$ cat config.mk
export PLATFORM = sky130hd
export DESIGN_NAME = bounded_deque_flat
export DESIGN_NICKNAME = d
export VERILOG_FILES = /design/src/rtl/bdq_pkg.sv /design/src/rtl/bdq_if.sv /design/src/rtl/bdq_ram.sv /design/src/rtl/bdq_ctrl.sv /design/src/rtl/bounded_deque.sv /design/src/flat_wrapper.sv
export SDC_FILE = /design/constraint.sdc
export NUM_CORES = 1
export LEC_CHECK = 0
export ABC_AREA = 1
export BUFFER_PORTS_ARGS = -buffer_cell sky130_fd_sc_hd__buf_4
export CAP_MARGIN = 15
export CORE_ASPECT_RATIO = 1.2
export CORE_UTILIZATION = 27
export DETAILED_ROUTE_END_ITERATION = 12
export HOLD_SLACK_MARGIN = 0.05
export PLACE_DENSITY_LB_ADDON = 0.08
export SKIP_LAST_GASP = 1
export SLEW_MARGIN = 20
export SYNTH_ARGS = -nofsm -noshare
export SYNTH_HDL_FRONTEND = slang
export SYNTH_HIERARCHICAL = 1
export SYNTH_SLANG_ARGS = --single-unit
$ cat constraint.sdc
create_clock -name clk -period 4.1 [get_ports clk]
set_input_delay 0.41 -clock clk [delete_from_list [all_inputs] [get_ports clk]]
set_output_delay 0.41 -clock clk [all_outputs]
set_load 0.01 [all_outputs]
$ cat src/rtl/bdq_pkg.sv
`default_nettype none
// ----------------------------------------------------------------------------
// bdq_pkg
// Shared types and constants of the bounded double-ended queue.
// ----------------------------------------------------------------------------
package bdq_pkg;

  localparam int MODE_W  = 3;
  localparam int WORD_W  = 32;
  localparam int STAT_W  = 2;
  localparam int OCC_W   = 5;

  typedef logic signed [WORD_W-1:0] word_t;

  typedef enum logic [MODE_W-1:0] {
    MODE_PUSH_FRONT = 3'd0,
    MODE_PUSH_BACK  = 3'd1,
    MODE_POP_FRONT  = 3'd2,
    MODE_POP_BACK   = 3'd3,
    MODE_DUMP       = 3'd4
  } mode_t;

  typedef enum logic [STAT_W-1:0] {
    STAT_OK    = 2'd0,
    STAT_FULL  = 2'd1,
    STAT_EMPTY = 2'd2
  } status_t;

  typedef enum logic {
    ST_IDLE = 1'b0,
    ST_DUMP = 1'b1
  } state_t;

endpackage : bdq_pkg
`default_nettype wire

$ cat src/rtl/bdq_if.sv
`default_nettype none
// ----------------------------------------------------------------------------
// bdq_in_if / bdq_out_if
// Valid/ready channels for requests into and results out of the deque.
// ----------------------------------------------------------------------------
interface bdq_in_if;
  logic                       valid;
  logic                       ready;
  logic [bdq_pkg::MODE_W-1:0] mode;
  bdq_pkg::word_t             value;

  modport source (output valid, output mode, output value, input ready);
  modport sink   (input valid, input mode, input value, output ready);
endinterface : bdq_in_if

interface bdq_out_if;
  logic                       valid;
  logic                       ready;
  logic [bdq_pkg::STAT_W-1:0] status;
  bdq_pkg::word_t             data;
  logic                       backward;
  logic [bdq_pkg::OCC_W-1:0]  occupancy;
  logic                       last;

  modport source (output valid, output status, output data, output backward,
                  output occupancy, output last, input ready);
  modport sink   (input valid, input status, input data, input backward,
                  input occupancy, input last, output ready);
endinterface : bdq_out_if
`default_nettype wire

$ cat src/rtl/bdq_ram.sv
`default_nettype none
// ----------------------------------------------------------------------------
// bdq_ram
// Element store: one write port and one read port with registered read data.
// ----------------------------------------------------------------------------
module bdq_ram #(
  parameter int DEPTH = 16,
  parameter int AW    = 4
) (
  input  wire logic           clk,
  input  wire logic           we,
  input  wire logic [AW-1:0]  waddr,
  input  wire bdq_pkg::word_t wdata,
  input  wire logic [AW-1:0]  raddr,
  output bdq_pkg::word_t      rdata_r
);
  import bdq_pkg::*;

  word_t mem [DEPTH];

  always_ff @(posedge clk) begin
    if (we) begin
      mem[waddr] <= wdata;
    end
  end

  always_ff @(posedge clk) begin
    rdata_r <= mem[raddr];
  end

endmodule : bdq_ram
`default_nettype wire

$ cat src/rtl/bdq_ctrl.sv
`default_nettype none
// ----------------------------------------------------------------------------
// bdq_ctrl
// Ring pointers, request decode, dump sequencer and the result register.
// ----------------------------------------------------------------------------
module bdq_ctrl #(
  parameter int CAPACITY = 16,
  parameter int PW       = 4,
  parameter int CW       = 5
) (
  input  wire logic          clk,
  input  wire logic          rst_n,
  bdq_in_if.sink             in_ch,
  bdq_out_if.source          out_ch,
  output logic               ram_we,
  output logic [PW-1:0]      ram_waddr,
  output bdq_pkg::word_t     ram_wdata,
  output logic [PW-1:0]      ram_raddr,
  input  wire bdq_pkg::word_t ram_rdata
);
  import bdq_pkg::*;

  localparam logic [PW:0]   CAP_P = (PW+1)'(CAPACITY);
  localparam logic [CW-1:0] CAP_C = CW'(CAPACITY);
  localparam logic [PW-1:0] TOP_P = PW'(CAPACITY - 1);

  // Ring position that lies off places past base, wrapping at CAPACITY.
  function automatic logic [PW-1:0] ring_add(input logic [PW-1:0] base,
                                             input logic [PW-1:0] off);
    logic [PW:0] sum;
    sum = {1'b0, base} + {1'b0, off};
    if (sum >= CAP_P) begin
      sum = sum - CAP_P;
    end
    return sum[PW-1:0];
  endfunction

  state_t          state_r, state_nxt;
  logic [PW-1:0]   front_r, front_nxt;
  logic [CW-1:0]   count_r, count_nxt;
  logic [PW-1:0]   off_r, off_nxt;
  logic            back_r, back_nxt;

  logic            out_valid_r, out_valid_nxt;
  logic [STAT_W-1:0] status_r, status_nxt;
  word_t           data_r, data_nxt;
  logic            backward_r, backward_nxt;
  logic [OCC_W-1:0] occ_r, occ_nxt;
  logic            last_r, last_nxt;

  logic            out_free;
  logic            in_acc;
  logic [PW-1:0]   front_dec;

  assign out_free  = !out_valid_r || out_ch.ready;
  assign in_ch.ready = (state_r == ST_IDLE) && out_free;
  assign in_acc    = in_ch.valid && in_ch.ready;
  assign front_dec = (front_r == '0) ? TOP_P : front_r - PW'(1);

  assign out_ch.valid     = out_valid_r;
  assign out_ch.status    = status_r;
  assign out_ch.data      = data_r;
  assign out_ch.backward  = backward_r;
  assign out_ch.occupancy = occ_r;
  assign out_ch.last      = last_r;

  // The read address follows the next dump offset, so the registered read
  // data always belongs to the offset held in off_r.
  assign ram_raddr = ring_add(front_r, off_nxt);

  always_comb begin
    state_nxt     = state_r;
    front_nxt     = front_r;
    count_nxt     = count_r;
    off_nxt       = off_r;
    back_nxt      = back_r;
    out_valid_nxt = out_valid_r && !out_ch.ready;
    status_nxt    = status_r;
    data_nxt      = data_r;
    backward_nxt  = backward_r;
    occ_nxt       = occ_r;
    last_nxt      = last_r;
    ram_we        = 1'b0;
    ram_waddr     = front_dec;
    ram_wdata     = in_ch.value;

    case (state_r)
      ST_IDLE: begin
        if (in_acc) begin
          status_nxt   = STAT_OK;
          data_nxt     = '0;
          backward_nxt = 1'b0;
          last_nxt     = 1'b1;
          case (in_ch.mode)
            MODE_PUSH_FRONT: begin
              out_valid_nxt = 1'b1;
              if (count_r == CAP_C) begin
                status_nxt = STAT_FULL;
              end else begin
                ram_we    = 1'b1;
                ram_waddr = front_dec;
                front_nxt = front_dec;
                count_nxt = count_r + CW'(1);
              end
            end
            MODE_PUSH_BACK: begin
              out_valid_nxt = 1'b1;
              if (count_r == CAP_C) begin
                status_nxt = STAT_FULL;
              end else begin
                ram_we    = 1'b1;
                ram_waddr = ring_add(front_r, count_r[PW-1:0]);
                count_nxt = count_r + CW'(1);
              end
            end
            MODE_POP_FRONT: begin
              out_valid_nxt = 1'b1;
              if (count_r == '0) begin
                status_nxt = STAT_EMPTY;
              end else begin
                front_nxt = ring_add(front_r, PW'(1));
                count_nxt = count_r - CW'(1);
              end
            end
            MODE_POP_BACK: begin
              out_valid_nxt = 1'b1;
              if (count_r == '0) begin
                status_nxt = STAT_EMPTY;
              end else begin
                count_nxt = count_r - CW'(1);
              end
            end
            MODE_DUMP: begin
              if (count_r == '0) begin
                out_valid_nxt = 1'b1;
                status_nxt    = STAT_EMPTY;
              end else begin
                state_nxt = ST_DUMP;
                off_nxt   = '0;
                back_nxt  = 1'b0;
              end
            end
            default: begin
              // Unused codes are taken and produce no result.
            end
          endcase
          occ_nxt = OCC_W'(count_nxt);
        end
      end
      ST_DUMP: begin
        if (out_free) begin
          out_valid_nxt = 1'b1;
          status_nxt    = STAT_OK;
          data_nxt      = ram_rdata;
          backward_nxt  = back_r;
          occ_nxt       = OCC_W'(count_r);
          last_nxt      = back_r && (off_r == '0);
          if (!back_r) begin
            if ((CW'(off_r) + CW'(1)) == count_r) begin
              back_nxt = 1'b1;
            end else begin
              off_nxt = off_r + PW'(1);
            end
          end else if (off_r == '0) begin
            state_nxt = ST_IDLE;
          end else begin
            off_nxt = off_r - PW'(1);
          end
        end
      end
      default: begin
        state_nxt = ST_IDLE;
      end
    endcase
  end

  always_ff @(posedge clk) begin
    if (!rst_n) begin
      state_r     <= ST_IDLE;
      front_r     <= '0;
      count_r     <= '0;
      out_valid_r <= 1'b0;
    end else begin
      state_r     <= state_nxt;
      front_r     <= front_nxt;
      count_r     <= count_nxt;
      out_valid_r <= out_valid_nxt;
    end
  end

  always_ff @(posedge clk) begin
    off_r      <= off_nxt;
    back_r     <= back_nxt;
    status_r   <= status_nxt;
    data_r     <= data_nxt;
    backward_r <= backward_nxt;
    occ_r      <= occ_nxt;
    last_r     <= last_nxt;
  end

endmodule : bdq_ctrl
`default_nettype wire

$ cat src/rtl/bounded_deque.sv
`default_nettype none
// ----------------------------------------------------------------------------
// bounded_deque
// Bounded double-ended queue of signed 32-bit words held in a ring buffer.
//
// Requests arrive on in_ch (mode, value) and results leave on out_ch
// (status, data, backward, occupancy, last); both use valid/ready and a
// transfer happens when both are high. Push and pop requests give one
// result, registered in the cycle after the transfer, and a new request
// can follow in the next cycle: one request per cycle while out_ch keeps up.
// A dump of n elements gives 2*n results, front to back and then back to
// front, the first from the registered read data once in the dump state,
// then one per cycle while out_ch keeps up; it walks the element memory
// through its single read port and holds in_ch.ready low until its final
// result is loaded. Unused mode codes are taken and give no result.
// The result sits in an output register; when out_ch stalls, in_ch.ready
// drops only until that register can be reloaded.
// Reset empties the deque (front pointer and count cleared); the element
// memory needs no clearing pass because only written entries are read.
// ----------------------------------------------------------------------------
module bounded_deque #(
  parameter int CAPACITY = 16
) (
  input  wire logic   clk,
  input  wire logic   rst_n,
  bdq_in_if.sink      in_ch,
  bdq_out_if.source   out_ch
);
  import bdq_pkg::*;

  localparam int PW = $clog2(CAPACITY);
  localparam int CW = $clog2(CAPACITY + 1);

  logic          ram_we;
  logic [PW-1:0] ram_waddr;
  word_t         ram_wdata;
  logic [PW-1:0] ram_raddr;
  word_t         ram_rdata;

  bdq_ctrl #(
    .CAPACITY (CAPACITY),
    .PW       (PW),
    .CW       (CW)
  ) u_ctrl (
    .clk       (clk),
    .rst_n     (rst_n),
    .in_ch     (in_ch),
    .out_ch    (out_ch),
    .ram_we    (ram_we),
    .ram_waddr (ram_waddr),
    .ram_wdata (ram_wdata),
    .ram_raddr (ram_raddr),
    .ram_rdata (ram_rdata)
  );

  bdq_ram #(
    .DEPTH (CAPACITY),
    .AW    (PW)
  ) u_ram (
    .clk     (clk),
    .we      (ram_we),
    .waddr   (ram_waddr),
    .wdata   (ram_wdata),
    .raddr   (ram_raddr),
    .rdata_r (ram_rdata)
  );

endmodule : bounded_deque
`default_nettype wire

$ cat src/flat_wrapper.sv
// flat-port wrapper written by rule: the top's interface ports become plain ports
module bounded_deque_flat import bdq_pkg::*;
#(
  parameter int CAPACITY = 16
)
  (clk, rst_n, in_ch_valid, in_ch_mode, in_ch_value, in_ch_ready, out_ch_valid, out_ch_status, out_ch_data, out_ch_backward, out_ch_occupancy, out_ch_last, out_ch_ready);
  bdq_in_if in_ch_i ();
  bdq_out_if out_ch_i ();
  input  wire logic clk;
  input  wire logic rst_n;
  input wire logic [$bits(in_ch_i.valid)-1:0] in_ch_valid;
  input wire logic [$bits(in_ch_i.mode)-1:0] in_ch_mode;
  input wire logic [$bits(in_ch_i.value)-1:0] in_ch_value;
  output wire logic [$bits(in_ch_i.ready)-1:0] in_ch_ready;
  output wire logic [$bits(out_ch_i.valid)-1:0] out_ch_valid;
  output wire logic [$bits(out_ch_i.status)-1:0] out_ch_status;
  output wire logic [$bits(out_ch_i.data)-1:0] out_ch_data;
  output wire logic [$bits(out_ch_i.backward)-1:0] out_ch_backward;
  output wire logic [$bits(out_ch_i.occupancy)-1:0] out_ch_occupancy;
  output wire logic [$bits(out_ch_i.last)-1:0] out_ch_last;
  input wire logic [$bits(out_ch_i.ready)-1:0] out_ch_ready;
  assign in_ch_i.valid = in_ch_valid;
  assign in_ch_i.mode = in_ch_mode;
  assign in_ch_i.value = in_ch_value;
  assign in_ch_ready = in_ch_i.ready;
  assign out_ch_valid = out_ch_i.valid;
  assign out_ch_status = out_ch_i.status;
  assign out_ch_data = out_ch_i.data;
  assign out_ch_backward = out_ch_i.backward;
  assign out_ch_occupancy = out_ch_i.occupancy;
  assign out_ch_last = out_ch_i.last;
  assign out_ch_i.ready = out_ch_ready;
  bounded_deque #(.CAPACITY(CAPACITY)) u_core (.clk(clk), .rst_n(rst_n), .in_ch(in_ch_i), .out_ch(out_ch_i));
endmodule
==> metrics.cfg, run 1 <==
[setup_path]
start_kind=flip-flop
path_class=reg -> reg
crit_fanout=80
path_cells=inv_1 > ha_1 > xnor2_1 > nand3_2 > nor2_4 > nand2_4 > inv_2 > nor2_2 > o21ai_2 > o21ai_1 > ha_4 > fa_4 > buf_12 > nand3_1 > nand3_1 > nand3_1 > nand2_1
regToRegStartpoint=u_core/u_ctrl/off_r[1]
critPathCaptureType=flip-flop
cpLargestDelayFamily=adder cells
worst-r2r-cell-count=17
worst_ep_arrival_time_ns=4.33
r2r-end=u_core/u_ram/rdata_r[23]
cp_num_buf_inv=3
crit_top_cell=nand3_1
worstPathRequired_ns=4.64
crit_path_top_delay_cell=fa_4
max_stage_delay_ns=0.82
reg2reg_slack_ns=0.31

[drt]
drtAntennaViolNets=0
drc=2
vias_per_cell=4.30
route.vias.total=16800
drt_first_pass_iters=9
finalWirelength_mm=74.7
routedWlPerCell_um=19.1
drt_iter0_drc=943

[clocking]
root_buffer=clkbuf_16
htree_levels=3
post-cts-setup-buffers=0
cts_buffer_depth=3
clock_latency_ns=0.61
tritoncts=yes
clkSinkCount=601
clkTransAtPathRegs_ns=0.06
cts_buffers=70

[power]
pwr-share-seq_pct=37.3
pwr-share-comb_pct=30.5
swShare_pct=35.0
pwr-share-clk_pct=32.2
switching_power_w=0.00668
cellLeakagePower_nw=12.9
pwr_density_cell_nw_per_um2=625
peakVddDrop_v=0.000464
cellInternalPower_w=0.0124

[yosys]
synthCells=2525
synth.most_common_cell=nand2_1
yosys_warnings=6
synth_enable_flop_cells=554
synth_async_sr_flop_share_pct=0
yosysTopAreaCell=edfxtp_1
synth_top_cells_by_count=nand2_1, edfxtp_1, inv_1
ys_seq_area_share_pct=66.9
synth_top_area_share_pct=63.3
ys_ff_latch=601
synthesis.area_um2=26300
ys.flop_type=edfxtp_1
synth_cell_types=41
ys_top_cells_by_area=edfxtp_1, nand2_1, nand3_1
synth.avg_cell_area_um2=10.4
syn-num-nets=2579

[min_path]
worstHoldEndpoint=u_core/u_ram/mem[1][1]
hold_path_depth=1
hp-start=in_ch_value[1]
hold_class=in -> reg

[global_route]
overflow=0
grt_max_degree=153
grt_use_total_pct=15.4
antenna_found_initial=0
grt_use_met3_pct=2.13
grt_pass1_vias=16900
grt_pass1_wl_mm=112
gr-usage-met1_pct=19.7
grt.busiest_layer=met2
grt.met2_usage_pct=27.1

[final_layout]
syn_to_final_growth_pct=16.3
diodes=0
drive_above_1_share_pct=11.7
layout.nets=2641
fin_util_pct=31.6

[timing]
fin_crit_sh_pct=92.5
tightest_slew_ns=0.804
setup-violations-final=0
period_minus_slack_ns=3.79
fin_skew_ns=0.0230
fmax_ghz=0.264
tns_ns=0
rsz0062_at_grt=false
final_max_slew_viol_count=0
hold_violations=0
max_slew_margin_pct=46.4

[floorplanning]
core_area_um2=96700
fp.dieW_um=287
initial_core_util_pct=27.2
io_pins=82
die-area_um2=98600
rows=125
fp.dieH_um=344

[status]
status=finished with violations
violations=design-rule violations

[placed_design]
place_hpwl_mm=40.3
port-buffer-count=81
globalplace.congestion=0.749

[job]
drv_cap=0

[cell families (layout without fill, tap and decap cells)]
family | Yosys count | count (layout) | synth area share [%]
XOR/XNOR | 18 | 18 | 0.600
AO/OA/AOI/OAI | 59 | 59 | 1.30
AND/OR/NAND/NOR | 1218 | 1218 | 19.9
flip-flops | 601 | 601 | 66.9
buffers and inverters | 612 | 731 | 10.5
adder cells (fa/ha/maj) | 15 | 15 | 0.771
multiplexers | 2 | 2 | 0.0809
[worst reg2reg max path, stage by stage (launching register included)]
cell and delay [ns]:
dfxtp_1 0.44, inv_1 0.13, ha_1 0.34, xnor2_1 0.19
nand3_2 0.11, nor2_4 0.15, nand2_4 0.07, inv_2 0.07
nor2_2 0.04, o21ai_2 0.13, o21ai_1 0.14, ha_4 0.20
fa_4 0.82, buf_12 0.40, nand3_1 0.18, nand3_1 0.11
nand3_1 0.11, nand2_1 0.11
[flip-flops by register name (all words and copies together), names as in the netlist]
signal	count
u_core/u_ctrl/back_r	1
u_core/u_ctrl/count_r	5
u_core/u_ctrl/front_r	4
u_core/u_ctrl/off_r	4
u_core/u_ctrl/out_ch.backward	1
u_core/u_ctrl/out_ch.data	32
u_core/u_ctrl/out_ch.last	1
u_core/u_ctrl/out_ch.occupancy	5
u_core/u_ctrl/out_ch.status	2
u_core/u_ctrl/out_ch.valid	1
u_core/u_ctrl/state_r	1
u_core/u_ram/mem	512
u_core/u_ram/rdata_r	32
[placed cells by master (no fill, tap or decap), types with 7 or more instances in the layout]
cell type / n
nand2_1: 748
edfxtp_1: 554
inv_1: 444
nand3_1: 408
buf_4: 116
clkbuf_16: 73
dfxtp_1: 46
buf_12: 20
a21oi_1: 19
nor2_4: 19
clkinv_2: 18
nor2_1: 17
o21ai_0: 17
clkbuf_1: 16
inv_2: 16
o21ai_1: 14
ha_1: 12
xor2_1: 11
clkinv_1: 9
nand2_2: 7
[per-layer routing]
metal,share of wire [%],wire length [um],vias to the layer above
met1,45,33800,8266
li1,-,-,8252
met5,0,0,-
met2,50,37300,241
met4,1.7,1270,0
met3,3.2,2360,85
[cell type report]
type	count	area, um2
Clock inverter	34	277
Timing Repair Buffer	137	1280
Sequential cell	601	17600
Fill cell	9917	66100
Tap cell	1270	1590
Inverter	465	1760
Clock buffer	95	1970
Multi-Input combinational cell	1312	6110
[power groups by stage]
stage	registers, W	clock network [W]	logic, W
2_1_floorplan	0.00721	0	0.00426
3_3_place_gp	0.00726	0	0.00594
3_5_place_dp	0.00726	0	0.00594
4_1_cts	0.00713	0.00639	0.00597
5_1_grt	0.00715	0.00658	0.00656
6_report	0.00712	0.00615	0.00582
[worst max-delay path by stage]
| stage | to | start | cells after the start |
|---|---|---|---|
| 5_1_grt | u_core/u_ram/rdata_r[8] | u_core/u_ctrl/off_r[1] | 19 |
| 3_3_place_gp | u_core/u_ram/rdata_r[12] | u_core/u_ctrl/off_r[1] | 19 |
| 6_report | u_core/u_ram/rdata_r[23] | u_core/u_ctrl/off_r[1] | 17 |
| 3_5_place_dp | u_core/u_ram/rdata_r[23] | u_core/u_ctrl/off_r[1] | 17 |
| 4_1_cts | u_core/u_ram/rdata_r[23] | u_core/u_ctrl/off_r[1] | 17 |
| 2_1_floorplan | u_core/u_ram/mem[0][0] | u_core/u_ctrl/count_r[1] | 8 |
[what timing repair did]
action / in CTS / in global routing
hold buffers: 1 / 0
setup endpoints to repair: 0 / 1
gates resized for setup: 0 / 1
endpoints found under the hold margin: 1 / 0
[through the flow]
stage          instances  total power [W]  area (um2)  setup WS [ns]  hold slack (ns)
2_1_floorplan       2525           0.0115       26300          0.557            0.465
3_3_place_gp        3784           0.0132       28300          0.404            0.483
3_5_place_dp        3784           0.0132       28300          0.305            0.482
4_1_cts             3914           0.0195       30600          0.294           0.0627
5_1_grt             3914           0.0203       30600         0.0406           0.0843
6_report            3914           0.0191       30600          0.307           0.0990
Note: power is estimated with default switching activity, not from simulation.
==> run 2: changes to the inputs <==
CORE_UTILIZATION = 40   (was 27)
SKIP_LAST_GASP = default   (was 1)
SLEW_MARGIN = default   (was 20)
==> run 2 against run 1 <==
Effect of this change: the run now ends clean; largest power group unchanged; critical endpoint unchanged; clock power is 4.7% lower; largest cell class unchanged; worst hold slack better by 0.022 ns; utilization is 15 points higher; combinational power hardly changed; critical path depth is 2 higher; maximum frequency hardly changed.
==> metrics.cfg, run 2 (same netlist as run 1, synthesis figures left out) <==
[global_route]
grt_pass1_vias=16700
grt_max_degree=107
overflow=0
antenna_found_initial=1
grt_use_total_pct=20.5
grt_pass1_wl_mm=102

[power]
pwr_density_cell_nw_per_um2=624
peakVddDrop_v=0.000446
cellLeakagePower_nw=12.9

[drt]
vias_per_cell=4.86
drt_iter0_drc=1208
finalWirelength_mm=67.3
drt_first_pass_iters=5
route.vias.total=16900
drc=0
drtAntennaViolNets=0
routedWlPerCell_um=19.4

[setup_path]
max_stage_delay_ns=0.68
crit_top_cell=nand3_1
cp_num_cells=19
regToRegStartpoint=u_core/u_ctrl/off_r[0]
crit_path_top_delay_cell=fa_4
critPathCaptureType=flip-flop
crit_start=u_core/u_ctrl/off_r[0]
worst-r2r-cell-count=19
cpLargestDelayFamily=adder cells
worstPathRequired_ns=4.63
worst_ep_arrival_time_ns=4.32
cp_num_buf_inv=4
path_cells=inv_2 > ha_1 > xnor2_1 > nand3_2 > nor2_4 > nand2_4 > inv_2 > nor2_2 > o21ai_2 > nand3_1 > o21ai_1 > ha_4 > fa_4 > inv_4 > buf_12 > nand3_1 > nand3_1 > nand3_1 > nand2_1
reg2reg_slack_ns=0.31
crit_fanout=60
start_kind=flip-flop
path_class=reg -> reg

[floorplanning]
die-area_um2=66700
rows=102
initial_core_util_pct=40.6
fp.dieH_um=283
io_pins=82
core_area_um2=64700
fp.dieW_um=236

[placed_design]
placed_cells=3353
place_hpwl_mm=36.6
dpl-instance-area_um2=27900
globalplace.congestion=0.820
port-buffer-count=81
post-place-ws_ns=0.351

[clocking]
cts_buffer_depth=3
clkSinkCount=601
cts_buffers=67
tritoncts=yes
post-cts-setup-buffers=0
clkTransAtPathRegs_ns=0.06
root_buffer=clkbuf_16
htree_levels=3
ctsHoldBuffers=0
clock_latency_ns=0.59
postCtsResizedCells=0

[timing]
tns_ns=0
fmax_ghz=0.264
rsz0062_at_grt=false
setup_ws_ns=0.308
tightest_slew_ns=0.761
fin_skew_ns=0.0152
hold_violations=0
final_max_slew_viol_count=0
fin_crit_sh_pct=92.5
max_slew_margin_pct=49.3
period_minus_slack_ns=3.79
whs_ns=0.121
setup-violations-final=0

[min_path]
hp-start=in_ch_value[18]
hold_path_depth=1
hold_class=in -> reg

[final_layout]
layout.nets=2644
design_area_um2=30100
largest_register=u_core/u_ram/mem
drive_above_1_share_pct=11.5
syn_to_final_growth_pct=14.4
layout_commonest_cell=nand2_1
final_cells=3475
largest_reg_flops=512
final_cell_mix=nand2_1, edfxtp_1, inv_1

[status]
status=completed

[job]
drv_cap=0

run 2: stage by stage:
step	util [%]	total power [W]
6_report	46.5	0.0188
5_1_grt	46.5	0.0199
4_1_cts	46.5	0.0190
3_5_place_dp	43.2	0.0131
3_3_place_gp	43.2	0.0131
2_1_floorplan	-	0.0115
run 2: final timing paths:
path / endpoint
setup / recovery: u_core/u_ram/rdata_r[23]
hold / removal: u_core/u_ram/mem[3][18]
setup reg to reg: u_core/u_ram/rdata_r[23]
hold reg to reg: u_core/u_ctrl/out_ch.data[2]
run 2: area by class of cell:
cell class                      count  area, um2
Antenna cell                        1       2.50
Clock buffer                       91       1890
Clock inverter                     30        244
Fill cell                        6045      34600
Inverter                          465       1760
Multi-Input combinational cell   1312       6110
Sequential cell                   601      17600
Tap cell                          832       1040
Timing Repair Buffer              143       1450
run 2: report_power, final:
part           internal (W)  switching, W
logic               0.00191       0.00388
clock network       0.00348       0.00239
registers           0.00699      0.000137
total                0.0124       0.00640
run 2: layer usage:
metal	up-vias	track usage (%)	share of wire [%]
li1	8257	-	-
met1	8237	26.2	44
met2	316	36.0	50
met3	95	2.76	3.9
met4	0	7.01	2.4
met5	-	0	0
run 2: worst register-to-register path: cells and delay by family, from the launching register on:
| family | cells | cell delay [ns] |
|---|---|---|
| buffers and inverters | 4 | 0.62 |
| flip-flops | 1 | 0.49 |
| AND/OR/NAND/NOR | 9 | 0.90 |
| adder cells (fa/ha/maj) | 3 | 1.21 |
| XOR/XNOR | 1 | 0.20 |
| AO/OA/AOI/OAI | 2 | 0.32 |
